## src/rtl/clbp_pkg.sv

```systemverilog
// Shared types, constants and LBP arithmetic for the circular LBP code unit.
package clbp_pkg;

  // Line store geometry
  localparam int MAX_WIDTH = 1024;
  localparam int COL_W     = $clog2(MAX_WIDTH);

  // Configuration register widths
  localparam int CFG_WIDTH_W  = 11;
  localparam int CFG_HEIGHT_W = 12;
  localparam int CFG_DATA_W   = 12;
  localparam int CFG_IDX_W    = 2;
  localparam int ROW_W        = CFG_HEIGHT_W;
  localparam int EW_W         = (COL_W + 1 > CFG_WIDTH_W) ? COL_W + 1 : CFG_WIDTH_W;

  localparam logic [CFG_WIDTH_W-1:0]  WIDTH_RESET  = CFG_WIDTH_W'(20);
  localparam logic [CFG_HEIGHT_W-1:0] HEIGHT_RESET = CFG_HEIGHT_W'(20);
  localparam logic [EW_W-1:0]         MIN_WIDTH    = EW_W'(3);
  localparam logic [EW_W-1:0]         MAX_WIDTH_V  = EW_W'(MAX_WIDTH);
  localparam logic [ROW_W-1:0]        MIN_HEIGHT   = ROW_W'(3);

  // Queue between front and back
  localparam int QDEPTH = 2;
  localparam int QPTR_W = (QDEPTH > 1) ? $clog2(QDEPTH) : 1;

  // Bilinear weights, Q0.8
  localparam logic [16:0] W_EDGE   = 17'd53;
  localparam logic [16:0] W_CENTER = 17'd22;

  typedef logic [CFG_IDX_W-1:0] reg_idx_t;
  localparam reg_idx_t REG_IMAGE_WIDTH  = 2'd0;
  localparam reg_idx_t REG_IMAGE_HEIGHT = 2'd1;

  typedef logic [7:0] pix_t;
  typedef logic [2:0][2:0][7:0] win_t;

  typedef struct packed {
    win_t win;
    logic last;
  } qent_t;

  // Diagonal neighbor: bilinear sum against centre * 256
  function automatic logic diag_bit(pix_t corner, pix_t a, pix_t b, pix_t c);
    logic [16:0] sum;
    sum = {2'b00, corner, 7'b0000000} + 17'(a) * W_EDGE + 17'(b) * W_EDGE
          + 17'(c) * W_CENTER;
    return (sum >= {1'b0, c, 8'h00});
  endfunction

  function automatic logic [7:0] lbp_code(win_t w);
    logic [7:0] code;
    pix_t       c;
    c       = w[1][1];
    code[0] = (w[2][1] >= c);
    code[1] = diag_bit(w[2][0], w[1][0], w[2][1], c);
    code[2] = (w[1][0] >= c);
    code[3] = diag_bit(w[0][0], w[1][0], w[0][1], c);
    code[4] = (w[0][1] >= c);
    code[5] = diag_bit(w[0][2], w[0][1], w[1][2], c);
    code[6] = (w[1][2] >= c);
    code[7] = diag_bit(w[2][2], w[2][1], w[1][2], c);
    return code;
  endfunction

endpackage

```

## src/rtl/clbp_queue.sv

```systemverilog
// Short FIFO of windows between the front and back ends.
module clbp_queue (
  input  logic            clk,
  input  logic            rst_n,
  input  logic            push,
  input  clbp_pkg::qent_t push_data,
  output logic            full,
  input  logic            pop,
  output logic            valid,
  output clbp_pkg::qent_t pop_data
);
  import clbp_pkg::*;

  qent_t             mem_r [QDEPTH];
  logic [QPTR_W-1:0] wr_ptr_r, rd_ptr_r;
  logic [QPTR_W:0]   cnt_r;

  function automatic logic [QPTR_W-1:0] ptr_inc(logic [QPTR_W-1:0] p);
    return (p == QPTR_W'(QDEPTH - 1)) ? '0 : p + QPTR_W'(1);
  endfunction

  assign full     = (cnt_r == (QPTR_W + 1)'(QDEPTH));
  assign valid    = (cnt_r != '0);
  assign pop_data = mem_r[rd_ptr_r];

  // Pointers and fill count
  always_ff @(posedge clk) begin
    if (!rst_n) begin
      wr_ptr_r <= '0;
      rd_ptr_r <= '0;
      cnt_r    <= '0;
    end else begin
      if (push) wr_ptr_r <= ptr_inc(wr_ptr_r);
      if (pop)  rd_ptr_r <= ptr_inc(rd_ptr_r);
      case ({push, pop})
        2'b10:   cnt_r <= cnt_r + (QPTR_W + 1)'(1);
        2'b01:   cnt_r <= cnt_r - (QPTR_W + 1)'(1);
        default: cnt_r <= cnt_r;
      endcase
    end
  end

  // Entry storage
  always_ff @(posedge clk) begin
    if (push) begin
      mem_r[wr_ptr_r] <= push_data;
    end
  end

endmodule

```

## config.mk

```make
export PLATFORM = sky130hd
export DESIGN_NAME = clbp_queue
export DESIGN_NICKNAME = d
export VERILOG_FILES = /design/src/rtl/clbp_pkg.sv /design/src/rtl/clbp_queue.sv
export SDC_FILE = /design/constraint.sdc
export NUM_CORES = 1
export LEC_CHECK = 0
export ABC_CLOCK_PERIOD_IN_PS = 5900
export BUFFER_PORTS_ARGS = -buffer_cell sky130_fd_sc_hd__buf_2
export CAP_MARGIN = 40
export CORE_AREA = 2 2 104 106
export CTS_BUF_LIST = sky130_fd_sc_hd__clkbuf_4 sky130_fd_sc_hd__clkbuf_8
export CTS_CLUSTER_DIAMETER = 120
export CTS_CLUSTER_SIZE = 24
export DETAILED_ROUTE_END_ITERATION = 8
export DIE_AREA = 0 0 106 108
export GPL_ROUTABILITY_DRIVEN = 0
export PLACE_DENSITY = 0.89
export SETUP_SLACK_MARGIN = 0.05
export SLEW_MARGIN = 20
export SYNTH_ARGS = -nofsm -noshare
export SYNTH_HDL_FRONTEND = slang
export SYNTH_SLANG_ARGS = --single-unit
```

## constraint.sdc

```tcl
create_clock -name clk -period 5.9 [get_ports clk]
set_input_delay 0.885 -clock clk [delete_from_list [all_inputs] [get_ports clk]]
set_output_delay 0.885 -clock clk [all_outputs]
set_load 0.02 [all_outputs]
```

Yosys cells after proc, flatten, opt, wreduce, memory -nomap -nowiden
Memories as Yosys holds them, arrays and structs flattened. A register that Yosys moved wholly into a read port is not among the register bits.
Index checks and enable logic that the tools add are counted.

word-level totals
  flip-flop bits (word level) = 4
  RAM bits = 146
  bits of input ports = 77
  output and inout bits = 75
  logic and storage cells = 20
  memories kept = 1

cells by class
  $add $sub $neg = 4
  equality and inequality tests = 3
  mux-type cells = 7
  reductions and logical operators = 2

memory list
  memory  words  width  rd ports  clocked after memory_dff  wr ports  RTL line          text
  mem_r   2      73     1         1                         1         clbp_queue.sv:14  qent_t mem_r [QDEPTH];

operators by type and width
  cell                 number
  $mux 1               6
  $eq 2x2->1 const B   2
  $pmux 2 s2           1
  $reduce_bool 2->1    2
  $add 1x1->1 const B  2
  $add 2x1->2 const B  1
  $eq 2x1->1 const B   1
  $sub 2x1->2 const B  1

Logic depth before layout (Yosys ltp)
  depth after elaboration = 4
  depth in mapped cells = 5
  gate-level depth less buffers = 5

Worst setup path before layout
Ideal clock, no wire load.

  kind = input-to-reg
  start point = input port push
  end point = memory mem_r[0][0] (netlist name), enable pin
  library setup time = 508 ps
  data arrival time = 4035 ps
  data required time = 5392 ps
  path slack = 1357 ps
  stages on the path = 2
  path buffers = 0
  cells stage by stage = inv_1 -> nor2_1

on the way
  cells in the longest elaborated chain, start to end = 2

RTL lines
  what                          RTL line          text
  start: declaration            clbp_queue.sv:5   input logic push,
  $mux 1                        clbp_queue.sv:45  if (push) begin
  $mux 1 (not written as such)  clbp_queue.sv:46  mem_r[wr_ptr_r] <= push_data;
  end: declaration              clbp_queue.sv:14

No other way between the ends.

==> impl_metrics.yaml <==
outcome:
  status: "completed"
min_path:
  whs_path_depth: 2
  min_from: "cnt_r[1]$_SDFFE_PN0P_"
  hold_end: "cnt_r[1]$_SDFFE_PN0P_"
  min_path_type: "reg2reg"
power:
  powerDensity_nw_per_um2: 342
  leakagePower_nw: 2.57
  vdd_ir_drop_max_mv: 0.223
drt:
  vias_per_cell: 5.02
  drt_first_pass_iters: 4
  routedWlPerCell_um: 16.8
  vias: 2825
  dr.first_iter.drc_count: 136
  antenna_left: 0
  drcViolationCount: 0
  wirelength_mm: 9.46
cts:
  clk_latency_ps: 410
  postCtsSetupBuffers: 0
  cts_root_buf: "clkbuf_8"
  path_clk_slew_ps: 80
  cts_buffers: 17
  clk_path_buf_depth: 2
  tritoncts: "yes"
  htreeDepth: 4
  cts_resized: 0
  cts_sinks: 151
  cts_hold_buf: 0
sta:
  worstMarginPinSlew_ps: 518
  period_minus_slack_ps: 2810
  hold_violations: 0
  skew_ps: 5.76
  relSlewSlack_pct: 65.5
  final.setup.tns_ps: 0
  timing.final.crit_share_pct: 47.6
  rsz0062_at_grt: "false"
  slew_violations: 0
  max_freq_mhz: 356
  setup_viol: 0
yosys:
  synth_commonest_cells: "edfxtp_1 (146), mux2_2 (73), buf_4 (7)"
  syn_area_um2: 5480
  synth_edf_count: 146
  synthCells: 249
  synth_top_area_share_pct: 80.0
  synth_fp_nets: 327
  ys_ff_latch: 151
  synth_ff_type: "edfxtp_1"
  syn_avg_cell_area_um2: 22.0
  ys_warn_count: 0
  synth_area_leaders: "edfxtp_1 (80%), mux2_2 (15%), dfxtp_1 (1.8%), buf_4 (0.96%), and2_1 (0.46%)"
  yosysSeqAreaShare_pct: 81.8
  yosysMostFrequentCell: "edfxtp_1"
  synthArstFlopShare_pct: 0
  yosysTopAreaCell: "edfxtp_1"
  synth_cell_type_count: 18
placed_design:
  port_buffers: 151
  place_area_um2: 6430
  place_hpwl_mm: 6.32
final_layout:
  area_growth_pct: 24.9
  finish.net_count: 493
  stdcell_area_um2: 6850
  diodes: 0
  fillers: 706
  drive_above_1_share_pct: 61.1
global_route:
  grt_pass1_vias: 2974
  grt-ovfl-total: 0
  grt_use_total_pct: 16.9
  grt_pass1_wl_mm: 14.2
  antenna_found_initial: 0
  grt_max_degree: 44
setup_path:
  crit_buf_inv: 2
  arrival_ps: 1920
  critPathLaunchType: "register"
  cpLargestDelayFamily: "flip-flops"
  r2r_slack_ps: 4250
  crit-reg2reg-launch: "wr_ptr_r$_SDFFE_PN0P_"
  crit_path_max_fanout: 43
  cp.required_ps: 5020
  setup.worst_path.class: "reg2out"
  critPathMaxStageDelay_ps: 630
  reg2reg_depth: 2
  crit_chain: "buf_12 > mux2_2 > buf_2"
  r2r_end: "mem_r[0][70]$_DFFE_PP_"
  slowest_stage: "dfxtp_4"
  worstSetupEndpointType: "output pin"
die:
  num_io_pins: 152
  die_height_um: 108
  core_area_um2: 10200
  die_w_um: 106
  start_util_pct: 53.6
  std_cell_rows: 37
  die_area_um2: 11400
run:
  max_cap_violations: 0
[worst max-delay path by stage]
stage	slack [ps]	end	cells past startpoint	start
finish	3090	pop_data[64]	3	register
global route	2990	pop_data[64]	3	register
CTS	3050	pop_data[48]	3	register
detailed placement	3510	pop_data[61]	3	register
global placement	3010	mem_r[0][69]$_DFFE_PP_	4	push
floorplan	1360	mem_r[0][0]$_DFFE_PP_	2	push
[worst reg2reg max path, cell delays in order, from the launching register on]
cell	delay (ps)
dfxtp_1	350
nor2_4	430
buf_4	490
[cells by family after synthesis]
logic type	after synthesis	share of synthesized area [%]
compound gates	3	0.365
xor+xnor	3	0.479
fa+ha+maj	1	0.228
buf+inv	9	1.12
flops	151	81.8
mux	73	15.0
simple gates	9	1.03
[power by group]
group	internal, mW	switching [mW]
sequential	1.24	0.0226
clock	0.467	0.335
combinational	0.118	0.158
[flip-flops by register name, indices dropped and copies added, names as in the netlist, named ones only]
name,count
wr_ptr_r,1
mem_r,146
cnt_r,2
rd_ptr_r,1
[placed cells by master (no fill, tap or decap), types with 2 or more instances in the layout]
cell type	n
bufinv_16	4
buf_2	151
and2_1	3
mux2_2	73
clkinv_1	3
dfxtp_1	4
clkbuf_8	17
clkbuf_4	3
buf_12	3
clkinvlp_4	2
edfxtp_1	146
xnor2_1	2
clkinv_2	2
[stage by stage]
stage / worst slack (ps) / util [%] / power, mW / std cells / hold WS [ps]
floorplan: 1360 / - / 1.46 / 249 / 461
global placement: 3010 / 62.3 / 1.55 / 529 / 472
detailed placement: 3510 / 62.9 / 1.56 / 532 / 490
CTS: 3050 / 66.9 / 2.36 / 563 / 501
global route: 2990 / 66.9 / 2.42 / 563 / 547
finish: 3090 / 66.9 / 2.34 / 563 / 499
[cell type report]
type                    count  area (um2)  share of cell area, %
multi-input cells          89         947                   13.8
clock buffers              20         256                   3.75
well taps                 136         170                   2.49
inverters                   1        3.75                 0.0548
repair buffers            155         823                   12.0
clock inverters            11         156                   2.28
flip-flops and latches    151        4490                   65.6
[per-layer routing]
metal / GRT usage, % / vias up / share of wire, %
met3: 5.73 / 9 / 6.8
met2: 30.1 / 111 / 54
met4: 6.39 / 0 / 0.91
met1: 19.1 / 1391 / 39
met5: 0 / - / 0
li1: - / 1314 / -
No activity file was read; power rests on OpenSTA's default activity.
