**src/rtl/clbp_pkg.sv**
```systemverilog
// Shared types, constants and LBP arithmetic for the circular LBP code unit.
package clbp_pkg;

  // Line store geometry
  localparam int MAX_WIDTH = 1024;
  localparam int COL_W     = $clog2(MAX_WIDTH);

  // Configuration register widths
  localparam int CFG_WIDTH_W  = 11;
  localparam int CFG_HEIGHT_W = 12;
  localparam int CFG_DATA_W   = 12;
  localparam int CFG_IDX_W    = 2;
  localparam int ROW_W        = CFG_HEIGHT_W;
  localparam int EW_W         = (COL_W + 1 > CFG_WIDTH_W) ? COL_W + 1 : CFG_WIDTH_W;

  localparam logic [CFG_WIDTH_W-1:0]  WIDTH_RESET  = CFG_WIDTH_W'(20);
  localparam logic [CFG_HEIGHT_W-1:0] HEIGHT_RESET = CFG_HEIGHT_W'(20);
  localparam logic [EW_W-1:0]         MIN_WIDTH    = EW_W'(3);
  localparam logic [EW_W-1:0]         MAX_WIDTH_V  = EW_W'(MAX_WIDTH);
  localparam logic [ROW_W-1:0]        MIN_HEIGHT   = ROW_W'(3);

  // Queue between front and back
  localparam int QDEPTH = 2;
  localparam int QPTR_W = (QDEPTH > 1) ? $clog2(QDEPTH) : 1;

  // Bilinear weights, Q0.8
  localparam logic [16:0] W_EDGE   = 17'd53;
  localparam logic [16:0] W_CENTER = 17'd22;

  typedef logic [CFG_IDX_W-1:0] reg_idx_t;
  localparam reg_idx_t REG_IMAGE_WIDTH  = 2'd0;
  localparam reg_idx_t REG_IMAGE_HEIGHT = 2'd1;

  typedef logic [7:0] pix_t;
  typedef logic [2:0][2:0][7:0] win_t;

  typedef struct packed {
    win_t win;
    logic last;
  } qent_t;

  // Diagonal neighbor: bilinear sum against centre * 256
  function automatic logic diag_bit(pix_t corner, pix_t a, pix_t b, pix_t c);
    logic [16:0] sum;
    sum = {2'b00, corner, 7'b0000000} + 17'(a) * W_EDGE + 17'(b) * W_EDGE
          + 17'(c) * W_CENTER;
    return (sum >= {1'b0, c, 8'h00});
  endfunction

  function automatic logic [7:0] lbp_code(win_t w);
    logic [7:0] code;
    pix_t       c;
    c       = w[1][1];
    code[0] = (w[2][1] >= c);
    code[1] = diag_bit(w[2][0], w[1][0], w[2][1], c);
    code[2] = (w[1][0] >= c);
    code[3] = diag_bit(w[0][0], w[1][0], w[0][1], c);
    code[4] = (w[0][1] >= c);
    code[5] = diag_bit(w[0][2], w[0][1], w[1][2], c);
    code[6] = (w[1][2] >= c);
    code[7] = diag_bit(w[2][2], w[2][1], w[1][2], c);
    return code;
  endfunction

endpackage

```
**src/rtl/clbp_back.sv**
```systemverilog
// Back end: LBP code evaluation and output register.
module clbp_back (
  input  logic            clk,
  input  logic            rst_n,
  input  logic            q_valid,
  input  clbp_pkg::qent_t q_data,
  output logic            q_pop,
  output logic            out_valid,
  input  logic            out_ready,
  output logic [7:0]      out_lbp_code,
  output logic            out_last_of_frame
);
  import clbp_pkg::*;

  logic       out_valid_r;
  logic [7:0] code_r;
  logic       last_r;

  assign q_pop = q_valid && (!out_valid_r || out_ready);

  // Output valid: load on pop, drop once taken
  always_ff @(posedge clk) begin
    if (!rst_n) begin
      out_valid_r <= 1'b0;
    end else if (q_pop) begin
      out_valid_r <= 1'b1;
    end else if (out_ready) begin
      out_valid_r <= 1'b0;
    end
  end

  // Evaluate the code as the window leaves the queue
  always_ff @(posedge clk) begin
    if (q_pop) begin
      code_r <= lbp_code(q_data.win);
      last_r <= q_data.last;
    end
  end

  assign out_valid         = out_valid_r;
  assign out_lbp_code      = code_r;
  assign out_last_of_frame = last_r;

endmodule

```
**config.mk**
```make
export PLATFORM = sky130hd
export DESIGN_NAME = clbp_back
export DESIGN_NICKNAME = d
export VERILOG_FILES = /design/src/rtl/clbp_pkg.sv /design/src/rtl/clbp_back.sv
export SDC_FILE = /design/constraint.sdc
export NUM_CORES = 1
export LEC_CHECK = 0
export BUFFER_PORTS_ARGS = -buffer_cell sky130_fd_sc_hd__buf_2
export CAP_MARGIN = 5
export CORE_MARGIN = 5
export CORE_UTILIZATION = 35
export CTS_CLUSTER_DIAMETER = 50
export DETAILED_ROUTE_END_ITERATION = 8
export SETUP_SLACK_MARGIN = 0.02
export SYNTH_ARGS = -nofsm -noshare
export SYNTH_HDL_FRONTEND = slang
export SYNTH_SLANG_ARGS = --single-unit
```
**constraint.sdc**
```tcl
create_clock -name clk -period 24.7 [get_ports clk]
set_input_delay 4.94 -clock clk [delete_from_list [all_inputs] [get_ports clk]]
set_output_delay 4.94 -clock clk [all_outputs]
set_load 0.02 [all_outputs]
```
Word-level counts from Yosys, hierarchy flattened

Cells that the tools add are included.
W data, S select, Z words.

Add/sub/neg operators: 12
$mul: 5
Divide/modulo/power cells: 0
Magnitude comparators: 8
Equality and inequality tests: 0
Shift-type cells: 0
Multiplexer cells: 2
Bitwise operators: 0
Reduce and logical (&&, ||, !) cells: 4

Operators by type and width:

| cell                   | number |
|---|---|
| $add A16 B14 Y17       | 4 |
| $add A17 B13 Y17       | 4 |
| $ge A17 B16 Y1         | 4 |
| $add A15 B14 Y16       | 4 |
| $mul A8 B6 Y14 const B | 4 |
| $ge A8 B8 Y1           | 4 |
| $mul A8 B4 Y12 const B | 1 |
| $mux W1                | 2 |
| $reduce_bool A2 Y1     | 1 |
| $logic_and A1 B1 Y1    | 1 |
| $logic_not A1 Y1       | 1 |
| $logic_or A1 B1 Y1     | 1 |

Flip-flop bits (word level): 10
Latch bits: 0
Bits in writable memories: 0
ROM bits: 0
Input bits: 77
Output and inout port bits: 11
Logic and storage cells: 34
Memories kept: 0

Logic depth before layout (Yosys ltp)

Word-level depth: 5
Mapped depth: 28
Mapped depth without buffers: 28

Least setup slack after synthesis

No wires, ideal clock.

Kind: input -> register
Start: input port q_data[58] in the netlist's numbering
End: register code_r[7] (netlist: out_lbp_code[7]), data pin
Setup time: 0.133 ns
Data arrival time: 10.999 ns
Required time: 24.567 ns
Path slack: 13.568 ns
Stages on the path: 25
Buffers on the path: 0
Cell sequence: ha_1 inv_1 fa_1 fa_1 inv_1 ha_1 nor2b_1 o21ai_0 nand2_1 xnor2_1 fa_1 fa_1 inv_1 ha_1 a21oi_1 o221ai_1 a21o_1 a31o_2 a211o_1 xor2_1 ha_1 nand4_1 or4_1 nor4_2 a311o_1

Cells in the longest elaborated chain, start to end: 5

RTL lines:

| what                   | RTL line        | text |
|---|---|---|
| start: declaration     | clbp_back.sv:6  | `input clbp_pkg::qent_t q_data,` |
| $mul A8 B6 Y14         | clbp_pkg.sv:45  | `sum = {2'b00, corner, 7'b0000000} + 17'(a) * W_EDGE + 17'(b) * W_EDGE` |
| $add A15 B14 Y16       | clbp_pkg.sv:45  |  |
| $add A16 B14 Y17       | clbp_pkg.sv:45  |  |
| $add A17 B13 Y17       | clbp_pkg.sv:46  | `+ 17'(c) * W_CENTER;` |
| $ge A17 B16 Y1         | clbp_pkg.sv:47  | `return (sum >= {1'b0, c, 8'h00});` |
| end signal: assignment | clbp_back.sv:35 | `code_r <= lbp_code(q_data.win);` |
| end: declaration       | clbp_back.sv:16 | `logic [7:0] code_r;` |

Every way passes these cells.
A chain may end at the register's enable or synchronous reset.

Final worst setup path

Ends and elaborated chain as after synthesis.

==> out/qor.csv <==
metric,value,unit
status,completed,
Final min period,11840,ps
Routed WL,28.01,mm
FF+latch area,290.3,sq um
vias per inst,5.033,
Initial Util,35.19,%
pin count of the biggest net entering global routing,15,
Die X,184.9,um
FILL cells,3116,
sequential cell area fraction in the yosys report,2.711,%
TritonCTS buffer count,3,
YS warnings,0,
"Reg clk slew, reported paths",60,ps
final slew viol count,0,
DR WL/cell,16.70,um
M1 WL,13.12,mm
routability cong.,0.8860,
fin crit share,47.94,%
Longest Clk Path Bufs,2,
worst hold path type,register to register,
RSZ-0062 raised after global routing,no,
global-route wire length before repair,44.97,mm
Setup crit start kind,input port,
area post-placement,11650,sq um
final net count,1781,
global route overflow,0,
worst path arrival time,11970,ps
ys async rst share,0,%
clk root buf,clkbuf_16,
Post-synth top flop,edfxtp_1,
initial antenna violation count,0,
Max-slew headroom,24.39,%
Post-Syn Instances,1189,
most frequent cell after synthesis,ha_1,
CTS H-tree lvls,1,
"Distinct cells, synth",64,
"EDFF count, synth",9,
DRT iter0 DRCs,311,
Die Y,184.9,um
CP Class,input port to register,
CTS tree,built,
Post-CTS Repair Setup Buffers,0,
Post-DRT Antenna Nets,0,
antenna cells,0,
MaxCap Viol Count,0,
Setup TNS,0,ps
final setup violation count,0,
Synth top area share,35.64,%
DRC,0,
Synth Register Bits,10,
Std-Cell Rows,64,
PostCTS Resize Cnt,0,
Clock Sink Count,10,
ranking of synthesized cells by area,"ha_1 36%, fa_1 22%, inv_1 8.3%",
top sig layer,met4,
met2 wire length,13.36,mm
skew final,1.723,ps
Worst Setup End Kind,register,
final hold vios,0,
worst-margin pin slew,1125,ps
drt pass-1 iters,7,
Core ar.,30430,sq um
post-DP HPWL,24.60,mm
"area leader, netlist",ha_1,
Max Fclk,84.44,MHz
share of layout cells above drive strength 1,8.977,%
die footprint,34200,sq um
met3 wire len,1.213,mm
vias,8440,
Mapped Nets,1688,
Port Buf Inserts,87,
Final Instance Area,11740,sq um
CTS Hold Buffers Added,0,
synthesized area per cell,9.007,sq um
CP required,24830,ps
FF-to-FF setup slack,23560,ps
"critical path fanouts, max",6,
mapped cell area,10710,sq um
Overall Global Routing Usage,16.62,%
Boundary Pins,88,
synthesis-to-finish area growth,9.627,%
number of global-route vias before repair,8478,
commonest cells in the netlist,"305 x ha_1, 237 x inv_1, 117 x fa_1",
clk_lat worst skew,260,ps
Multi-input gate area,9518,sq um
sequential cells by signal, summed over array words and instances (netlist names):
signal,count
out_last_of_frame,1
out_lbp_code,8
out_valid,1
critical path: stages:
cell and delay (ps):
buf_2 180, ha_1 300, inv_1 50, fa_1 510, fa_1 550, inv_1 50
ha_1 340, nor2b_1 150, o21ai_0 200, nand2_1 100, xnor2_1 530, fa_1 550
fa_1 540, inv_1 40, ha_1 350, a21oi_1 210, o221ai_1 130, a21o_1 180
a31o_2 260, a211o_1 280, xor2_1 150, ha_1 280, nand4_1 120, or4_1 550
nor4_2 260, a311o_1 160
placed cells by master (no fill, tap or decap), drive strengths merged, types with 5 or more instances in the layout:
master | netlist | routed
a211o | 5 | 5
a211oi | 9 | 9
a21o | 29 | 29
a21oi | 71 | 71
a31oi | 6 | 6
and3 | 9 | 9
buf | 1 | 90
edfxtp | 9 | 9
fa | 117 | 117
ha | 305 | 305
inv | 237 | 237
nand2 | 35 | 35
nand2b | 10 | 10
nand3 | 11 | 11
nand4 | 5 | 5
nor2 | 56 | 56
nor2b | 21 | 21
nor3 | 24 | 24
nor4 | 8 | 8
o211ai | 6 | 6
o21a | 6 | 6
o21ai | 50 | 50
o21bai | 7 | 7
o41ai | 5 | 5
xnor2 | 48 | 48
xor2 | 48 | 48
kinds of logic after synthesis:
kind of cell	count (synthesis)	synth area share [%]
buffers and inverters	239	8.412
XOR/XNOR	96	7.851
AO/OA/AOI/OAI	221	13.86
adder cells (fa/ha/maj)	422	57.51
AND/OR/NAND/NOR	200	9.569
multiplexers	1	0.09347
flip-flops	10	2.711
layer usage:
layer	vias up	global-route usage (%)
li1	4256	-
met1	3992	23.06
met2	170	29.01
met3	22	1.669
met4	0	1.850
met5	-	0
stage by stage:
stage | util [%] | instances | hold slack [ps] | setup slack, ps
after CTS | 38.58 | 1677 | 633.4 | 12830
after global placement | 38.29 | 1673 | 595.5 | 12620
after global routing | 38.58 | 1677 | 670.0 | 12560
after detailed placement | 38.29 | 1673 | 612.1 | 12620
after floorplan | - | 1189 | 708.6 | 13570
final | 38.58 | 1677 | 627.8 | 12860
final timing paths:
| path | depth (start not counted) | startpoint | end |
|---|---|---|---|
| max | 26 | q_data[58] | out_lbp_code[7]$_DFFE_PP_ |
| min | 2 | out_valid$_SDFFE_PN0P_ | out_valid$_SDFFE_PN0P_ |
| max reg2reg | 3 | out_valid$_SDFFE_PN0P_ | out_lbp_code[6]$_DFFE_PP_ |
| min reg2reg | 2 | out_valid$_SDFFE_PN0P_ | out_valid$_SDFFE_PN0P_ |
area by class of cell:
cell class | count | area share, %
multi-input combinational | 940 | 81.07
inverter | 237 | 7.578
tap | 396 | 4.220
timing repair buffer | 90 | 3.901
sequential | 10 | 2.473
clock buffer | 4 | 0.7567
Power is left out: the tool's default activity adds up to more than one toggle a clock period on the data nets, which glitch-free logic cannot reach.
